$ cat src/rtl/fbr_pkg.sv
// shared types, constants and helpers of the page frame buffer refresh engine
package fbr_pkg;

    localparam int SCREEN_WIDTH = 128;
    localparam int SCREEN_PAGES = 8;
    localparam int SCREEN_ROWS  = SCREEN_PAGES * 8;
    localparam int STORE_BYTES  = SCREEN_WIDTH * SCREEN_PAGES;
    localparam int PAGE_SPAN    = SCREEN_WIDTH + 3;
    localparam int PREAMBLE_LEN = 3;

    localparam int ADDR_W = $clog2(STORE_BYTES);
    localparam int SLOT_W = $clog2(PAGE_SPAN);
    localparam int PAGE_W = (SCREEN_PAGES > 1) ? $clog2(SCREEN_PAGES) : 1;
    localparam int QDEPTH = 2;
    localparam int QPTR_W = $clog2(QDEPTH);
    localparam int QCNT_W = $clog2(QDEPTH + 1);

    localparam logic [7:0] CMD_COL_LOW  = 8'h02;
    localparam logic [7:0] CMD_COL_HIGH = 8'h10;
    localparam logic [7:0] CMD_PAGE     = 8'hB0;
    localparam logic [7:0] PAGE_MASK    = 8'h0F;

    localparam logic [1:0] MODE_PIXEL   = 2'd0;
    localparam logic [1:0] MODE_CLEAR   = 2'd1;
    localparam logic [1:0] MODE_REFRESH = 2'd2;

    typedef enum logic [1:0] {
        OP_PIXEL,
        OP_CLEAR,
        OP_REFRESH
    } fbr_op_t;

    // one queued command from the front end to the back end
    typedef struct packed {
        fbr_op_t           op;
        logic [ADDR_W-1:0] addr;
        logic [2:0]        bit_sel;
        logic              bit_val;
        logic              is_data;
        logic [7:0]        cmd_byte;
        logic              last;
    } fbr_cmd_t;

    typedef struct packed {
        logic empty;
        logic full;
    } fbr_qstat_t;

    typedef enum logic [2:0] {
        ST_INIT,
        ST_IDLE,
        ST_PIXEL,
        ST_CLEAR,
        ST_FETCH
    } fbr_state_t;

    // command byte for slot 0..2 of a page header
    function automatic logic [7:0] command_byte(input logic [SLOT_W-1:0] slot,
                                                input logic [PAGE_W-1:0] page);
        logic [7:0] res;
        begin
            if (slot == SLOT_W'(0))
            begin
                res = CMD_COL_LOW;
            end
            else if (slot == SLOT_W'(1))
            begin
                res = CMD_COL_HIGH;
            end
            else
            begin
                res = CMD_PAGE | (8'(page) & PAGE_MASK);
            end
            return res;
        end
    endfunction

endpackage

$ cat src/rtl/fbr_queue.sv
// short command queue between front end and back end
module fbr_queue
    import fbr_pkg::*;
(
    input  logic       clk,
    input  logic       rst_n,
    input  logic       push,
    input  fbr_cmd_t   push_cmd,
    input  logic       pop,
    output fbr_cmd_t   head,
    output fbr_qstat_t q_stat
);

    fbr_cmd_t          entry_reg [QDEPTH];
    logic [QPTR_W-1:0] wr_ptr_reg, wr_ptr_next;
    logic [QPTR_W-1:0] rd_ptr_reg, rd_ptr_next;
    logic [QCNT_W-1:0] count_reg, count_next;

    assign head         = entry_reg[rd_ptr_reg];
    assign q_stat.empty = (count_reg == QCNT_W'(0));
    assign q_stat.full  = (count_reg == QCNT_W'(QDEPTH));

    always_comb
    begin
        wr_ptr_next = wr_ptr_reg;
        rd_ptr_next = rd_ptr_reg;
        count_next  = count_reg;
        if (push)
        begin
            wr_ptr_next = (wr_ptr_reg == QPTR_W'(QDEPTH - 1)) ? '0 : wr_ptr_reg + QPTR_W'(1);
        end
        if (pop)
        begin
            rd_ptr_next = (rd_ptr_reg == QPTR_W'(QDEPTH - 1)) ? '0 : rd_ptr_reg + QPTR_W'(1);
        end
        if (push && !pop)
        begin
            count_next = count_reg + QCNT_W'(1);
        end
        else if (pop && !push)
        begin
            count_next = count_reg - QCNT_W'(1);
        end
    end

    always_ff @(posedge clk)
    begin
        if (push)
        begin
            entry_reg[wr_ptr_reg] <= push_cmd;
        end
    end

    always_ff @(posedge clk or negedge rst_n)
    begin
        if (!rst_n)
        begin
            wr_ptr_reg <= '0;
            rd_ptr_reg <= '0;
            count_reg  <= '0;
        end
        else
        begin
            wr_ptr_reg <= wr_ptr_next;
            rd_ptr_reg <= rd_ptr_next;
            count_reg  <= count_next;
        end
    end

endmodule

$ cat config.mk
export PLATFORM = sky130hd
export DESIGN_NAME = fbr_queue
export DESIGN_NICKNAME = d
export VERILOG_FILES = /design/src/rtl/fbr_pkg.sv /design/src/rtl/fbr_queue.sv
export SDC_FILE = /design/constraint.sdc
export NUM_CORES = 1
export LEC_CHECK = 0
export CORE_MARGIN = 2
export CORE_UTILIZATION = 45
export CTS_CLUSTER_DIAMETER = 150
export CTS_CLUSTER_SIZE = 40
export DETAILED_ROUTE_END_ITERATION = 10
export DONT_BUFFER_PORTS = 1
export PLACE_DENSITY = 0.7
export SYNTH_ARGS = -nofsm -noshare
export SYNTH_HDL_FRONTEND = slang
export SYNTH_SLANG_ARGS = --single-unit
export TNS_END_PERCENT = 10
$ cat constraint.sdc
create_clock -name clk -period 2.2 [get_ports clk]
set_clock_uncertainty 0.05 [all_clocks]
set_input_delay 0.44 -clock clk [delete_from_list [all_inputs] [get_ports clk]]
set_output_delay 0.44 -clock clk [all_outputs]
set_load 0.05 [all_outputs]
# Word-level counts from Yosys, hierarchy flattened

Memory sizes are Yosys's and may differ from the RTL's.
Index checks and enable logic that the tools add are counted.

Add/subtract/negate cells: 4
Multiply operators: 0
Divide/modulo/power cells: 0
$lt $le $gt $ge: 0
Equality and inequality tests: 1
Shift-type cells: 0
Mux-type cells: 6
Bitwise logic cells: 0
Reductions and logical operators: 6

Operators by type and width:

| operator              | number |
|---|---|
| $mux W1               | 4 |
| $mux W2               | 2 |
| $add A1 B1 Y1 const B | 2 |
| $add A2 B1 Y2 const B | 1 |
| $eq A2 B2 Y1 const B  | 1 |
| $logic_and A1 B1 Y1   | 2 |
| $logic_not A1 Y1      | 2 |
| $logic_not A2 Y1      | 1 |
| $reduce_bool A2 Y1    | 1 |
| $sub A2 B1 Y2 const B | 1 |

Flip-flop bits (word level): 4
Latch bits: 0
Bits in writable memories: 52
Bits in read-only memories: 0
Bits of input ports: 30
Output and inout bits: 28
Word-level logic and storage cells: 21
Memories: 1

Memories:

| memory    | depth | bits a word | read ports | clocked after memory_dff | write ports | RTL line        | text |
|---|---|---|---|---|---|---|---|
| entry_reg | 2     | 26          | 1          | 0                        | 1           | fbr_queue.sv:14 | `fbr_cmd_t entry_reg [QDEPTH];` |

# Longest topological paths before layout

Depth in word-level cells: 4
Gate-level depth with buffers: 5
Depth with buffers taken out: 5

# Worst setup path after synthesis

No wires, ideal clock.

Kind: input to register
Start point: in push
End point: mem entry_reg[0][0] (netlist name), enable pin
Setup time: 0.412 ns
Arrival time: 1.631 ns
Required time: 1.738 ns
Slack: 0.107 ns
Cell stages on the path: 1
Path through: nor2b_1

Cells in the longest elaborated chain, start to end: 2

RTL lines:

| what                          | RTL line        | text |
|---|---|---|
| start, declared               | fbr_queue.sv:7  | `input logic push,` |
| $mux W1                       | fbr_queue.sv:48 | `if (push)` |
| $mux W1 (not written as such) | fbr_queue.sv:50 | `entry_reg[wr_ptr_reg] <= push_cmd;` |
| end, declared                 | fbr_queue.sv:14 |  |

No other way between the ends.

==> impl_metrics.py <==
metrics = {
    "synth": {
        "syn_nets": 128,
        "synth_edf_count": 52,
        "synth-simple-area-share": 0.01215,
        "ys_async_sr_fraction": 0.07143,
        "synth-compound-area-share": 0,
        "synth_cell_type_count": 13,
        "synth.most_common_cell": "edfxtp_1",
        "synth_mux_area_frac": 0.1683,
        "yosysTopAreaCell": "edfxtp_1",
        "synth_top_family_by_area": "multiplexers",
        "synth_area_um2": 2163,
        "yosys-top-cells-area": "edfxtp_1 (72%), mux2_4 (13%), dfrtp_1 (4.6%)",
        "synth_common_cells": "edfxtp_1 (52), mux2_4 (19), mux2_2 (7)",
        "ys_seq_elements": 56,
        "synth_ff_type": "edfxtp_1",
        "synthAdderAreaFrac": 0.005784,
        "synth-xor-area-share": 0.02024,
        "avgSynthCellArea_um2": 22.30,
        "yosysSeqAreaShare": 0.7681,
        "yosysWarnings": 0,
        "synth.top_cell.area_share": 0.7218,
        "syn_inst": 97,
    },
    "global_route": {
        "grt_max_degree": 21,
        "grtUsageTotal": 0.1190,
        "antenna_found_initial": 0,
        "grt_pass1_wl_um": 4485,
        "grt_overflow_total": 0,
        "grt_pass1_vias": 908,
    },
    "setup_path": {
        "r2r_start": "wr_ptr_reg",
        "crit_chain": "buf_12, mux2_4",
        "cpPeakStageDelay_ns": 0.56,
        "crit_path_top_delay_cell": "dfrtp_1",
        "arrival_ns": 1.51,
        "end_kind": "output pin",
        "criticalPathCategory": "register to output pin",
        "cp-start-kind": "register",
        "worstPathMaxFanout": 20,
        "cp.required_ns": 1.71,
        "startpoint": "rd_ptr_reg",
    },
    "layout": {
        "finalNonFillerCells": 163,
        "layout.area.seq_um2": 1662,
        "multi_input_comb_area_um2": 449.2,
        "antennaDiodeCount": 0,
        "largest_reg_flops": 52,
        "design.final.nets": 139,
        "final_area_um2": 2344,
        "fill_cells": 388,
        "area_growth_pct": 8.329,
        "drive_above_1_share": 0.3578,
    },
    "sta": {
        "clock.fmax_mhz": 500.2,
        "slew_violations": 0,
        "post-route-min-period_ns": 1.999,
        "worstMarginPinSlew_ns": 0.4298,
        "setup_viol": 0,
        "finalSetupTns_ns": 0,
        "hold_viol": 0,
        "min_period_over_period": 0.9088,
        "rsz0062_at_grt": "false",
        "slew_headroom": 0.7135,
        "setup_ws_ns": 0.2006,
        "hold_ws_ns": 0.1726,
    },
    "clock_network": {
        "cts.path.max_buffers": 2,
        "clkLatencyLatePin_ns": 0.29,
        "root_buffer": "clkbuf_8",
        "cts_resized": 0,
        "cts_tree": "built",
        "path_clk_slew_ns": 0.08,
        "cts_max_level": 2,
        "cts_made_buffers": 5,
        "cts_sinks": 56,
    },
    "die": {
        "core_area_um2": 4692,
        "io_pins": 58,
        "start_util": 0.4611,
        "die_x_um": 73.34,
        "die_height_um": 73.34,
        "std_cell_rows": 25,
        "die_area_um2": 5378,
    },
    "status": {
        "status": "completed",
    },
    "detailed_routing": {
        "num_vias": 840,
        "wire_per_inst_um": 18.21,
        "drt.antenna.violating_nets": 0,
        "drtIter0Drc": 36,
        "drtPass1Iterations": 2,
        "via_per_inst": 5.153,
        "wl_um": 2969,
        "drc": 0,
    },
    "pwr": {
        "leakagePower_nw": 0.8489,
        "peakVddDrop_v": 0.0006763,
        "power.density_nw_per_um2": 1530,
    },
    "place": {
        "pre_cts_ws_ns": 0.4899,
        "gp_congestion": 0.6872,
        "postPlaceCellArea_um2": 2252,
        "io_buffers": 0,
        "dp_hpwl_um": 2201,
        "dp_cells": 154,
    },
    "flow_run": {
        "cap_violations": 0,
    },
    "min_path": {
        "worstHoldStart": "push",
        "min_path_type": "input pin to register",
    },
}
==> what timing repair did <==
item | in CTS | in global routing
endpoints found under the hold margin | 4 | 0
setup buffers | 0 | 0
endpoints found under the setup margin | 0 | 0
hold buffers | 1 | 0
==> cell families after synthesis <==
group,after synthesis
adder cells (fa/ha/maj),1
flip-flops,56
XOR/XNOR,5
buffers and inverters,4
AND/OR/NAND/NOR,5
multiplexers,26
==> path summary, 6_finish.rpt <==
path                                   end  slack (ns)  depth (start not counted)
max                                head[9]        0.20                          2
min reg2reg                   count_reg[1]        0.46                          1
max reg2reg                entry_reg[1][9]        0.83                          2
max in group asynchronous       rd_ptr_reg        1.57                          1
min in group asynchronous     count_reg[1]        0.36                          1
min                             wr_ptr_reg        0.17                          1
==> critical path: cells and delay by family, from the launching register on <==
kind,cells,cell delay [ns]
multiplexers,1,0.40
buffers and inverters,1,0.24
flip-flops,1,0.56
==> layout make-up <==
cell class / instances / share of cell area
clock inverter: 1 / 0.002136
tap: 54 / 0.02883
multi-input combinational: 37 / 0.1917
clock buffer: 7 / 0.03257
inverter: 1 / 0.001602
sequential: 56 / 0.7090
timing repair buffer: 7 / 0.03417
==> power breakdown <==
part	internal (mW)	switching [mW]
logic	0.467	1.09
registers	1.42	0.100
clock network	0.224	0.282
total	2.11	1.47
==> layout by cell type (no fill, tap or decap) <==
cell type | Yosys | final
mux2_4 | 19 | 19
buf_12 | 2 | 2
clkinv_2 | 0 | 1
ha_1 | 1 | 1
edfxtp_1 | 52 | 52
and2_1 | 1 | 1
nor2b_2 | 0 | 1
mux2_2 | 7 | 7
dfrtp_1 | 4 | 4
nor2_1 | 2 | 2
dlygate4sd3_1 | 0 | 1
xnor2_1 | 1 | 1
clkbuf_1 | 0 | 2
clkbuf_8 | 0 | 5
buf_4 | 0 | 4
nor2b_1 | 2 | 1
xor2_1 | 4 | 4
inv_1 | 1 | 1
==> stage by stage <==
step | util | power [mW]
2_1_floorplan | - | 2.999
3_3_place_gp | 0.4800 | 3.094
3_5_place_dp | 0.4800 | 3.132
4_1_cts | 0.4995 | 3.641
5_1_grt | 0.4995 | 3.747
6_report | 0.4995 | 3.585
==> routing by layer <==
layer / GRT usage / share of wire / vias to the layer above
li1: - / - / 388
met1: 0.1147 / 0.35 / 414
met2: 0.2042 / 0.53 / 36
met3: 0.06859 / 0.11 / 2
met4: 0.05455 / 0.0067 / 0
met5: 0 / 0 / -
No activity file was read; power rests on OpenSTA's default activity.
