$ cat src/rtl/fbr_pkg.sv
// shared types, constants and helpers of the page frame buffer refresh engine
package fbr_pkg;

    localparam int SCREEN_WIDTH = 128;
    localparam int SCREEN_PAGES = 8;
    localparam int SCREEN_ROWS  = SCREEN_PAGES * 8;
    localparam int STORE_BYTES  = SCREEN_WIDTH * SCREEN_PAGES;
    localparam int PAGE_SPAN    = SCREEN_WIDTH + 3;
    localparam int PREAMBLE_LEN = 3;

    localparam int ADDR_W = $clog2(STORE_BYTES);
    localparam int SLOT_W = $clog2(PAGE_SPAN);
    localparam int PAGE_W = (SCREEN_PAGES > 1) ? $clog2(SCREEN_PAGES) : 1;
    localparam int QDEPTH = 2;
    localparam int QPTR_W = $clog2(QDEPTH);
    localparam int QCNT_W = $clog2(QDEPTH + 1);

    localparam logic [7:0] CMD_COL_LOW  = 8'h02;
    localparam logic [7:0] CMD_COL_HIGH = 8'h10;
    localparam logic [7:0] CMD_PAGE     = 8'hB0;
    localparam logic [7:0] PAGE_MASK    = 8'h0F;

    localparam logic [1:0] MODE_PIXEL   = 2'd0;
    localparam logic [1:0] MODE_CLEAR   = 2'd1;
    localparam logic [1:0] MODE_REFRESH = 2'd2;

    typedef enum logic [1:0] {
        OP_PIXEL,
        OP_CLEAR,
        OP_REFRESH
    } fbr_op_t;

    // one queued command from the front end to the back end
    typedef struct packed {
        fbr_op_t           op;
        logic [ADDR_W-1:0] addr;
        logic [2:0]        bit_sel;
        logic              bit_val;
        logic              is_data;
        logic [7:0]        cmd_byte;
        logic              last;
    } fbr_cmd_t;

    typedef struct packed {
        logic empty;
        logic full;
    } fbr_qstat_t;

    typedef enum logic [2:0] {
        ST_INIT,
        ST_IDLE,
        ST_PIXEL,
        ST_CLEAR,
        ST_FETCH
    } fbr_state_t;

    // command byte for slot 0..2 of a page header
    function automatic logic [7:0] command_byte(input logic [SLOT_W-1:0] slot,
                                                input logic [PAGE_W-1:0] page);
        logic [7:0] res;
        begin
            if (slot == SLOT_W'(0))
            begin
                res = CMD_COL_LOW;
            end
            else if (slot == SLOT_W'(1))
            begin
                res = CMD_COL_HIGH;
            end
            else
            begin
                res = CMD_PAGE | (8'(page) & PAGE_MASK);
            end
            return res;
        end
    endfunction

endpackage

$ cat src/rtl/fbr_front.sv
// front end: accepts transactions, classifies them and tracks the refresh stream position
module fbr_front
    import fbr_pkg::*;
(
    input  logic           clk,
    input  logic           rst_n,
    input  logic           in_valid,
    output logic           in_ready,
    input  logic [1:0]     mode,
    input  logic [7:0]     pixel_x,
    input  logic [7:0]     pixel_y,
    input  logic           pixel_on,
    input  logic           invert,
    input  logic           init_busy,
    input  fbr_qstat_t     q_stat,
    output logic           push,
    output fbr_cmd_t       push_cmd
);

    logic              preamble_reg, preamble_next;
    logic [SLOT_W-1:0] slot_reg, slot_next;
    logic [PAGE_W-1:0] page_reg, page_next;

    logic              accept;
    logic              pix_in_range;
    logic              slot_is_cmd;
    logic              last_byte;
    logic [ADDR_W-1:0] pix_addr;
    logic [ADDR_W-1:0] data_addr;

    assign in_ready = !init_busy && !q_stat.full;
    assign accept   = in_valid && in_ready;

    assign pix_in_range = (32'(pixel_x) < SCREEN_WIDTH) && (32'(pixel_y) < SCREEN_ROWS);
    assign pix_addr     = ADDR_W'(pixel_y >> 3) * ADDR_W'(SCREEN_WIDTH) + ADDR_W'(pixel_x);

    // data bytes start after the three header commands of a page
    assign slot_is_cmd = preamble_reg || (slot_reg < SLOT_W'(3));
    assign data_addr   = ADDR_W'(page_reg) * ADDR_W'(SCREEN_WIDTH)
                       + ADDR_W'(slot_reg - SLOT_W'(3));
    assign last_byte   = !preamble_reg && (page_reg == PAGE_W'(SCREEN_PAGES - 1))
                       && (slot_reg == SLOT_W'(PAGE_SPAN - 1));

    always_comb
    begin
        push_cmd          = '0;
        push_cmd.op       = OP_PIXEL;
        push_cmd.addr     = pix_addr;
        push_cmd.bit_sel  = pixel_y[2:0];
        push_cmd.bit_val  = pixel_on ^ invert;
        push              = 1'b0;
        case (mode)
            MODE_PIXEL:
            begin
                push = accept && pix_in_range;
            end
            MODE_CLEAR:
            begin
                push_cmd.op = OP_CLEAR;
                push        = accept;
            end
            MODE_REFRESH:
            begin
                push_cmd.op       = OP_REFRESH;
                push_cmd.addr     = data_addr;
                push_cmd.is_data  = !slot_is_cmd;
                push_cmd.cmd_byte = command_byte(slot_reg, page_reg);
                push_cmd.last     = last_byte;
                push              = accept;
            end
            default:
            begin
                push = 1'b0;
            end
        endcase
    end

    always_comb
    begin
        preamble_next = preamble_reg;
        slot_next     = slot_reg;
        page_next     = page_reg;
        if (accept && (mode == MODE_REFRESH))
        begin
            if (preamble_reg)
            begin
                if (slot_reg == SLOT_W'(PREAMBLE_LEN - 1))
                begin
                    preamble_next = 1'b0;
                    slot_next     = '0;
                end
                else
                begin
                    slot_next = slot_reg + SLOT_W'(1);
                end
            end
            else if (slot_reg == SLOT_W'(PAGE_SPAN - 1))
            begin
                slot_next = '0;
                if (page_reg == PAGE_W'(SCREEN_PAGES - 1))
                begin
                    page_next     = '0;
                    preamble_next = 1'b1;
                end
                else
                begin
                    page_next = page_reg + PAGE_W'(1);
                end
            end
            else
            begin
                slot_next = slot_reg + SLOT_W'(1);
            end
        end
    end

    always_ff @(posedge clk or negedge rst_n)
    begin
        if (!rst_n)
        begin
            preamble_reg <= 1'b1;
            slot_reg     <= '0;
            page_reg     <= '0;
        end
        else
        begin
            preamble_reg <= preamble_next;
            slot_reg     <= slot_next;
            page_reg     <= page_next;
        end
    end

endmodule

$ cat config.mk
export PLATFORM = sky130hd
export DESIGN_NAME = fbr_front
export DESIGN_NICKNAME = d
export VERILOG_FILES = /design/src/rtl/fbr_pkg.sv /design/src/rtl/fbr_front.sv
export SDC_FILE = /design/constraint.sdc
export NUM_CORES = 1
export LEC_CHECK = 0
export BUFFER_PORTS_ARGS = -buffer_cell sky130_fd_sc_hd__buf_2
export CAP_MARGIN = 40
export CORE_UTILIZATION = 45
export DETAILED_ROUTE_END_ITERATION = 16
export PLACE_DENSITY = 0.83
export SLEW_MARGIN = 20
export SYNTH_ARGS = -nofsm -noshare
export SYNTH_HDL_FRONTEND = slang
export SYNTH_SLANG_ARGS = --single-unit
$ cat constraint.sdc
create_clock -name clk -period 3.3 [get_ports clk]
set_input_delay 0.33 -clock clk [delete_from_list [all_inputs] [get_ports clk]]
set_output_delay 0.33 -clock clk [all_outputs]
set_load 0.01 [all_outputs]
* Word level (Yosys, flattened, before mapping)
Cells that the tools add are included.
** Word-level totals
- Flip-flop bits (word level) :: 12
- Input bits :: 26
- Output and inout bits :: 28
- Logic and storage cells :: 49
** Cells by class
- Add/sub/neg operators :: 5
- Magnitude comparators :: 3
- Eq/ne operators :: 6
- Muxes and demuxes :: 14
- Bitwise logic cells :: 2
- Reductions and logical operators :: 16
** Operators by type and width (number)
- 8-bit 2-to-1 mux :: 5
- 10-bit 2-to-1 mux :: 2
- 10-bit adder :: 1
- 10-bit by 8-bit adder with 10-bit output :: 1
- 8-bit by 2-bit subtractor with 9-bit output (second input constant) :: 1
- 8-bit by 1-bit adder with 8-bit output (second input constant) :: 1
- 8-bit by 1-bit == test with 1-bit output (second input constant) :: 1
- 8-bit by 2-bit == test with 1-bit output (second input constant) :: 1
- 8-bit == test (second input constant) :: 1
- 8-bit logical NOT :: 1
- 8-bit by 2-bit < comparator with 1-bit output (second input constant) :: 1
- 8-bit by 7-bit < comparator with 1-bit output (second input constant) :: 1
- 8-bit < comparator (second input constant) :: 1
- 1-bit logical AND :: 7
- 1-bit logical NOT :: 4
- 1-bit 2-to-1 mux :: 4
- 2-bit case mux with 2 select lines :: 1
- 3-bit by 1-bit adder with 3-bit output (second input constant) :: 1
- 3-bit == test (second input constant) :: 1
- 3-bit 2-to-1 mux :: 1
- 3-bit AND reduction :: 1
- 2-bit by 1-bit == test with 1-bit output (second input constant) :: 1
- 2-bit == test (second input constant) :: 1
- 2-bit logical NOT :: 1
- 5 further kinds :: 5

* Logic depth before layout (Yosys ltp)
Gate-level depths: netlist of the first run.
- Depth in word-level cells :: 5
- Mapped depth :: 9
- Mapped depth without buffers :: 8

* Worst setup path before layout of the first run
No wires, ideal clock.
- Path type :: reg2out
- Start :: register slot_reg[2]
- End :: output push_cmd[23] (netlist bit)
- Arrival :: 2595 ps
- Required time :: 2970 ps
- Setup slack :: 375 ps
- Stages on the path, launching flop included :: 10
- Buffers on the path :: 1
- Cells stage by stage :: dfrtp_1 clkbuf_1 a2111oi_0 nand2_1 xnor2_1 ha_1 fa_1 xor2_1 and2_1 a221oi_1
** RTL lines
- start, declared :: line fbr_front.sv:21 : logic [SLOT_W-1:0] slot_reg, slot_next;
- start signal, assigned :: line fbr_front.sv:128 : slot_reg <= slot_next;
- end, declared :: line fbr_front.sv:17 : output fbr_cmd_t push_cmd

==> results of run 1 <==
## per-stage QoR
stage               hold WS, ps  cells
finish                      445    210
global route                491    210
CTS                         444    210
detailed placement          226    205
global placement            217    205
floorplan                  34.4    145
## worst max-delay path, cell delays in order, from the launching register on
cell	delay, ps
dfrtp_1	500
a2111oi_4	320
buf_4	170
nand2_1	60
xnor2_1	130
ha_1	210
fa_1	400
xor2_1	160
and2_1	160
a221oi_1	220
buf_2	170
## final timing paths
check | from | to | slack [ps]
worst max-delay path | slot_reg[1]$_DFFE_PN0P_ | push_cmd[23] | 180
worst min-delay path | rst_n | slot_reg[6]$_DFFE_PN0P_ | 440
worst max register to register | slot_reg[0]$_DFFE_PN0P_ | slot_reg[2]$_DFFE_PN0P_ | 1330
worst min register to register | slot_reg[4]$_DFFE_PN0P_ | slot_reg[4]$_DFFE_PN0P_ | 600
max in group asynchronous | rst_n | preamble_reg$_DFFE_PN1P_ | 2580
min in group clk | q_stat[0] | slot_reg[0]$_DFFE_PN0P_ | 520
## layout make-up
cell class                      count  area, um2
Clock buffer                        4       36.3
Inverter                            7       26.3
Multi-Input combinational cell    109        842
Tap cell                           30       37.5
Sequential cell                    12        304
Fill cell                         225       1070
Timing Repair Buffer               48        253
## placed cells by master, fill, tap and decap left out, types with 2 or more instances in the layout
cell type,netlist,layout
nor3b_1,3,3
buf_4,6,3
inv_1,7,7
or4_1,2,2
nand2_1,6,6
xnor2_1,9,9
or3_1,2,2
mux2_2,8,8
o21ai_0,4,4
dfrtp_1,11,9
buf_2,1,44
conb_1,1,2
a21oi_1,6,6
nor2_1,13,13
xor2_1,4,4
nand4_1,4,4
dfrtp_2,0,2
and2_1,3,3
clkbuf_4,0,3
nor3_1,7,7
nand3_1,2,2
ha_1,13,13
## timing repair
action / CTS / global route
hold buffers: 1 / 0
hold endpoints to repair: 11 / 0
gates resized for setup: 0 / 5
endpoints found under the setup margin: 0 / 1
## power by group through the flow
stage / Combinational, mW / Sequential (mW) / Clock (mW)
after CTS: 0.367 / 0.222 / 0.126
final: 0.374 / 0.232 / 0.122
after floorplan: 0.268 / 0.210 / 0
after global placement: 0.352 / 0.221 / 0
after detailed placement: 0.364 / 0.225 / 0
after global routing: 0.424 / 0.237 / 0.131
## kinds of logic (layout without fill, tap and decap cells)
kind of cell,after synthesis,in the layout,share of synthesized area
adder cells (fa/ha/maj),14,14,0.145
multiplexers,8,8,0.0716
flip-flops,12,12,0.240
other,1,2,0.00298
AO/OA/AOI/OAI,22,22,0.117
XOR/XNOR,13,13,0.0905
buffers and inverters,24,59,0.108
AND/OR/NAND/NOR,50,50,0.224
## layer usage
layer  up-vias  track usage  wire length [um]
met5         -            0                 0
met4         0        0.145                76
met3         9       0.0222               124
met2        31        0.355              1460
met1       534        0.255              1270
li1        577            -                 -
==> run metrics, run 1 <==
sequential share of the synthesized area=0.240; worst slew pin tran=704 ps; synth top area cells=dfrtp_1, ha_1, mux2_2; GR Overflow Total=0; Top Ports=54; routability cong.=0.911; Post-Syn Instances=144; Placed Area=around 1400 um2; share of cells above drive strength 1=0.367; Clock Power Share=0.167; DRT Pass-1 Iters=4; FFs w/ async S/R, synth=1.00; Hold Crit Class=input pin to asynchronous set/reset pin; Total Power=around 0.73 mW; setup TNS=0 ps; maxcap violations=0; crit path DAT=between 2000 and 3000 ps; P_sw=0.301 mW; Sink Count=12; Max Fclk=0.321 GHz; Slew headroom=0.531; Post-synth EDFFs=0; Synth top area share=0.219; Routed Antenna Nets=0; Final Hold Violating Endpoints=0; Synth Register Bits=12; final max-slew violation count=0; Post-CTS Setup Bufs=0; worst path required time=2970 ps; internal power=0.427 mW; predominant post-synthesis flop cell=dfrtp_1; die area=3010 um2; Port Buffer Count=44; ratio of routed vias to standard cells=5.48; Static Leak=0.753 nW; largest net degree at the start of global routing=22; endpoints failing setup=0; RSZ-0062 raised after global routing=false; synthesized area=roughly 1300 um2; crit path launch type=register; minimum clock period=3120 ps; Clk pin slew, worst setup/hold paths=80 ps; Clock Skew=3.91 ps; Avg Cell Area, Syn=~8.7 um2; row count=18; CP max FO=8; H-Tree Depth=1; Yosys cell types=45; vias in the first global route=1034; Design Area, Final=1500 um2; Power Density=486 nW/um2; Peak supply drop=around 250 uV; Ant. Diodes=0; PnR worst setup slack=184 ps; Layout area overhead=19.2%; Worst Setup Path Type=register to output port; Inserted Clock Buffers=3; Commonest cells post-synth=ha_1, nor2_1, dfrtp_1; via count=about 1.2k; max reg flops=8; effective utilization at floorplan=0.490; pre-CTS WS=357 ps; fin util=0.584; layout net count=~220; CTS tree=built; Reg2Reg Depth=6; Clock Tree Buf Depth=2; Final Cycle Share=0.944; WL per Instance=14.0 um; Post-Route WL=2.93 mm; status=finished, final reports clean; DRC=0; Comb power frac=0.514; die width=54.9 um; CP endpoint kind=output port; first-pass GRT wire length=4.47 mm; initial antenna violation count=0; core area=2570 um2; dominant cell type by area after synthesis=dfrtp_1; DR iter-0 viols=27; Sw Share=0.413; clock root buffer master=clkbuf_4; Chip Height=54.9 um; GRT Util Overall=0.214; Final HPWL DP=2.25 mm; YS warnings=0; Skew-Pair Late Insertion Delay=around 280 ps; Seq pwr share=0.318
No activity file was read; power rests on OpenSTA's default activity.
==> run 2, diff against run 1 <==
- MAX_ROUTING_LAYER: unset -> met4
==> run 2 against run 1 <==
Effect of this change:
- utilization is 2.7 points higher
- first-iteration DRC count is 78% higher
- non-clock buffer count is 9 higher
- largest cell class unchanged
- maximum frequency is 1.2% higher
- die area stayed put
- sequential share of layout area is 0.81 points lower
==> run metrics, run 2 (synthesized netlist as in run 1, its figures left out) <==
status=finished, final reports clean; core area=2570 um2; Worst Setup Path Type=register to output port; Clock Power Share=0.154; Ant. Diodes=0; worst path required time=2970 ps; crit path launch type=register; Top Ports=54; Top delay family on crit path=adder cells; DR iter-0 viols=48; crit path DAT=2750 ps; Final Cycle Share=0.933; Power Density=491 nW/um2; internal power=0.455 mW; DRC=0; Port Buffer Count=44; vias in the first global route=1053; worst path cell trace=a2111oi_4 > buf_4 > nand2_1 > xnor2_1 > ha_1 > fa_1 > xor2_1 > and2_1 > a221oi_1 > buf_2; Inserted Clock Buffers=3; largest net degree at the start of global routing=22; Layout fillers=210; fin cells=219; Routed Antenna Nets=0; first-pass GRT wire length=~4.6 mm; multi-input logic area=between 800 and 900 um2; Clk pin slew, worst setup/hold paths=about 80 ps; GRT Util Overall=0.227; Post-Route WL=approximately 3.1 mm; delay of the slowest critical-path stage=~450 ps; CTS tree=built; Max Fclk=0.325 GHz; die area=3010 um2; clock root buffer master=clkbuf_4; minimum clock period=just over 3000 ps; row count=18; Final HPWL DP=2.33 mm; Final Hold Violating Endpoints=0; layout net count=230; P_sw=0.315 mW; routability cong.=0.911; max reg flops=8; Sw Share=0.409; maxcap violations=0; Chip Height=54.9 um; CP max FO=4; initial antenna violation count=0; Slowest-stage cell, CP=dfrtp_2; Slew headroom=0.530; Peak supply drop=approximately 310 uV; placed cells=206; via count=1216; effective utilization at floorplan=0.490; Comb power frac=0.560; ratio of routed vias to standard cells=5.55; most frequent cells in the layout=buf_2, nor2_1, ha_1; Total Power=about 0.77 mW; H-Tree Depth=1; DRT Pass-1 Iters=4; endpoints failing setup=0; die width=about 55 um; share of cells above drive strength 1=0.402; Skew-Pair Late Insertion Delay=270 ps; Sink Count=12; Clock Tree Buf Depth=2; worst slew pin tran=705 ps; Clock Skew=1.09 ps; Buf+Inv Stages, Crit Path=2; Hold Crit Class=input pin to asynchronous set/reset pin; Layout area overhead=24.7%; Storage cell area=305 um2; CP endpoint kind=output port; GR Overflow Total=0; Static Leak=approximately 0.8 nW; Seq pwr share=0.286; WL per Instance=14.3 um; final max-slew violation count=0; most common cell after layout, fill and taps aside=buf_2
==> run 2: cell types whose count changed in the layout (fill, tap and decap cells not counted), sizes merged <==
cell  previous run  this run
buf             47        56
==> run 2: final cells by class <==
type | instances | share of cell area
clock buffer | 4 | 0.0231
inverter | 7 | 0.0168
multi-input combinational | 109 | 0.537
sequential | 12 | 0.195
tap | 30 | 0.0239
timing repair buffer | 57 | 0.204
==> run 2: final timing paths <==
check                                              from                        to  slack [ps]  cells past startpoint
worst max-delay path            slot_reg[4]$_DFFE_PN0P_              push_cmd[23]         220                     10
worst min-delay path                              rst_n   slot_reg[2]$_DFFE_PN0P_         460                      2
worst max register to register  slot_reg[0]$_DFFE_PN0P_   slot_reg[2]$_DFFE_PN0P_        1250                      6
worst min register to register  page_reg[0]$_DFFE_PN0P_   page_reg[0]$_DFFE_PN0P_         630                      1
max in group asynchronous                         rst_n  preamble_reg$_DFFE_PN1P_        2570                      2
min in group clk                              q_stat[0]   slot_reg[0]$_DFFE_PN0P_         520                      5
==> run 2: repair_timing <==
| action | 4_1_cts | 5_1_grt |
|---|---|---|
| hold endpoints to repair | 11 | 0 |
| resized for setup | 0 | 6 |
| hold buffers | 1 | 0 |
| buffers inserted | 0 | 8 |
| setup endpoints to repair | 0 | 1 |
==> run 2: per-layer routing <==
metal  GRT usage  up-vias  wire, um
met4       0.132        0        52
li1            -      591         -
met2       0.353       49      1560
met5           -        -         0
met3      0.0444        8       171
met1       0.269      568      1340
==> run 2: power groups by stage <==
stage	Combinational, mW	Clock, mW	Sequential (mW)
6_report	0.431	0.118	0.220
5_1_grt	0.483	0.131	0.223
4_1_cts	0.389	0.120	0.214
3_5_place_dp	0.385	0	0.217
3_3_place_gp	0.363	0	0.215
2_1_floorplan	0.268	0	0.210
==> run 2: through the flow <==
stage / utilization / TNS (ps) / hold slack [ps] / cell area, um2 / setup slack (ps)
6_report: 0.611 / 0 / 456 / 1570 / 222
5_1_grt: 0.611 / -3.78 / 489 / 1570 / -3.78
4_1_cts: 0.578 / 0 / 453 / 1490 / 45.6
3_5_place_dp: 0.560 / 0 / 224 / 1440 / 353
3_3_place_gp: 0.560 / 0 / 216 / 1440 / 437
2_1_floorplan: - / 0 / 34.4 / 1260 / 375
==> run 3, diff against run 2 <==
- clock period: 3.3 -> 3.05 ns (I/O delays scaled with it)
==> run 3 against run 2 <==
Effect of this change:
- cell area is 0.80% lower
- critical path depth stayed put
- die area unchanged
- clock power grew 8%
- largest power group unchanged
- sequential cell count unchanged
- sequential share of layout area is 0.085 points lower
- global-route usage increased by 0.58 points
- total power up 8.5%
==> run metrics, run 3 (synthesized netlist as in run 1, its figures left out) <==
CTS tree=built; Slew headroom=0.487; Top Ports=54; die area=3010 um2; setup TNS=0 ps; routability cong.=slightly below 0.9; Static Leak=0.785 nW; most common cell after layout, fill and taps aside=buf_2; share of cells above drive strength 1=0.398; Clk pin slew, worst setup/hold paths=roughly 80 ps; CP max FO=2; layout net count=227; maxcap violations=0; row count=18; effective utilization at floorplan=0.490; Power Density=537 nW/um2; worst slew pin tran=769 ps; Layout area overhead=23.7%; Sink Count=12; RSZ-0062 raised after global routing=true; ratio of routed vias to standard cells=5.62; status=finished, final reports clean; crit path DAT=2690 ps; DRC=0; minimum clock period=roughly 3000 ps; Worst Setup Path Type=register to output port; worst path required time=2740 ps; worst setup path startpoint=slot_reg[0]$_DFFE_PN0P_; reg-to-reg startpoint=slot_reg[0]$_DFFE_PN0P_; Final HPWL DP=between 2 and 3 mm; Inserted Clock Buffers=3; via count=1214; Routed Antenna Nets=0; Final Hold Violating Endpoints=0; wl on met1=between 1 and 1.5 mm; Skew-Pair Late Insertion Delay=about 270 ps; Post-Route WL=roughly 3.3 mm; WL per Instance=15.3 um; first-pass GRT wire length=4.70 mm; Port Buffer Count=44; Clock Skew=4.50 ps; Clock Tree Buf Depth=2; final max-slew violation count=0; largest net degree at the start of global routing=22; pre-CTS WS=166 ps; r2r endpoint=slot_reg[2]$_DFFE_PN0P_; PnR worst setup slack=55.3 ps; flop-to-flop setup slack=860 ps; die width=between 50 and 60 um; GRT Util Overall=0.233; initial antenna violation count=0; Reg2Reg Depth=7; vias in the first global route=between 1k and 1.5k; H-Tree Depth=1; Max Fclk=0.334 GHz; Chip Height=~55 um; DRT Pass-1 Iters=4; Peak supply drop=327 uV; Placed Area=1470 um2; most frequent cells in the layout=buf_2, nor2_1, ha_1; CP endpoint kind=output port; Design Area, Final=1560 um2; WL met2=1.73 mm; endpoints failing setup=0; met3 WL=around 170 um; top sig layer=met4; GR Overflow Total=0; DR iter-0 viols=27; core area=2570 um2; crit path launch type=register; Hold Crit Class=input pin to asynchronous set/reset pin; clock root buffer master=clkbuf_4; max reg flops=8; Ant. Diodes=0; Final Cycle Share=0.982; Hold WS=426 ps
[run 3: cell count changes in the layout (fill, tap and decap cells not counted), sizes merged]
cell,before,now
buf,56,53
[run 3: report_power, final]
group	internal (mW)	total, mW	leakage, nW	switching [mW]
combinational	0.226	0.473	0.612	0.247
sequential	0.189	0.233	0.152	0.0445
clock	0.0726	0.128	0.0210	0.0557
[run 3: worst max path at each step]
| stage | endpoint | slack, ps | cells after the start |
|---|---|---|---|
| 2_1_floorplan | push_cmd[23] | 150 | 9 |
| 3_3_place_gp | push_cmd[23] | 280 | 10 |
| 3_5_place_dp | push_cmd[23] | 170 | 10 |
| 4_1_cts | push_cmd[23] | 20 | 10 |
| 5_1_grt | push_cmd[23] | -60 | 10 |
| 6_report | push_cmd[23] | 60 | 10 |
[run 3: repair_timing]
item	4_1_cts	5_1_grt
hold buffers	1	0
endpoints found under the hold margin	11	0
pin swaps	2	3
setup buffers	0	1
cloned	0	0
gates resized for setup	4	3
endpoints found under the setup margin	1	1
[run 3: area by class of cell]
| type | count | area, um2 |
|---|---|---|
| flip-flops and latches | 12 | 302 |
| clock buffers | 4 | 36.3 |
| inverters | 7 | 26.3 |
| multi-input cells | 109 | 856 |
| well taps | 30 | 37.5 |
| fillers | 221 | 1010 |
| repair buffers | 54 | 298 |
[run 3: routing by layer]
metal | vias to the layer above | GRT usage
li1 | 586 | -
met1 | 567 | 0.275
met2 | 49 | 0.388
met3 | 12 | 0.0194
met4 | 0 | 0.124
met5 | - | -
[run 3: critical path, stage by stage, from the launching register on]
cell,delay [ps]
dfrtp_1,430
a2111oi_4,350
buf_4,170
nand2_2,60
xnor2_1,140
ha_2,210
fa_2,350
xor2_1,150
and2_1,170
a221oi_2,220
buf_2,160
[run 3: through the flow]
stage	std cells	total power [mW]	util
final	216	0.835	0.606
after global routing	216	0.898	0.606
after CTS	215	0.812	0.596
after detailed placement	210	0.670	0.572
after global placement	210	0.636	0.572
after floorplan	145	0.517	-
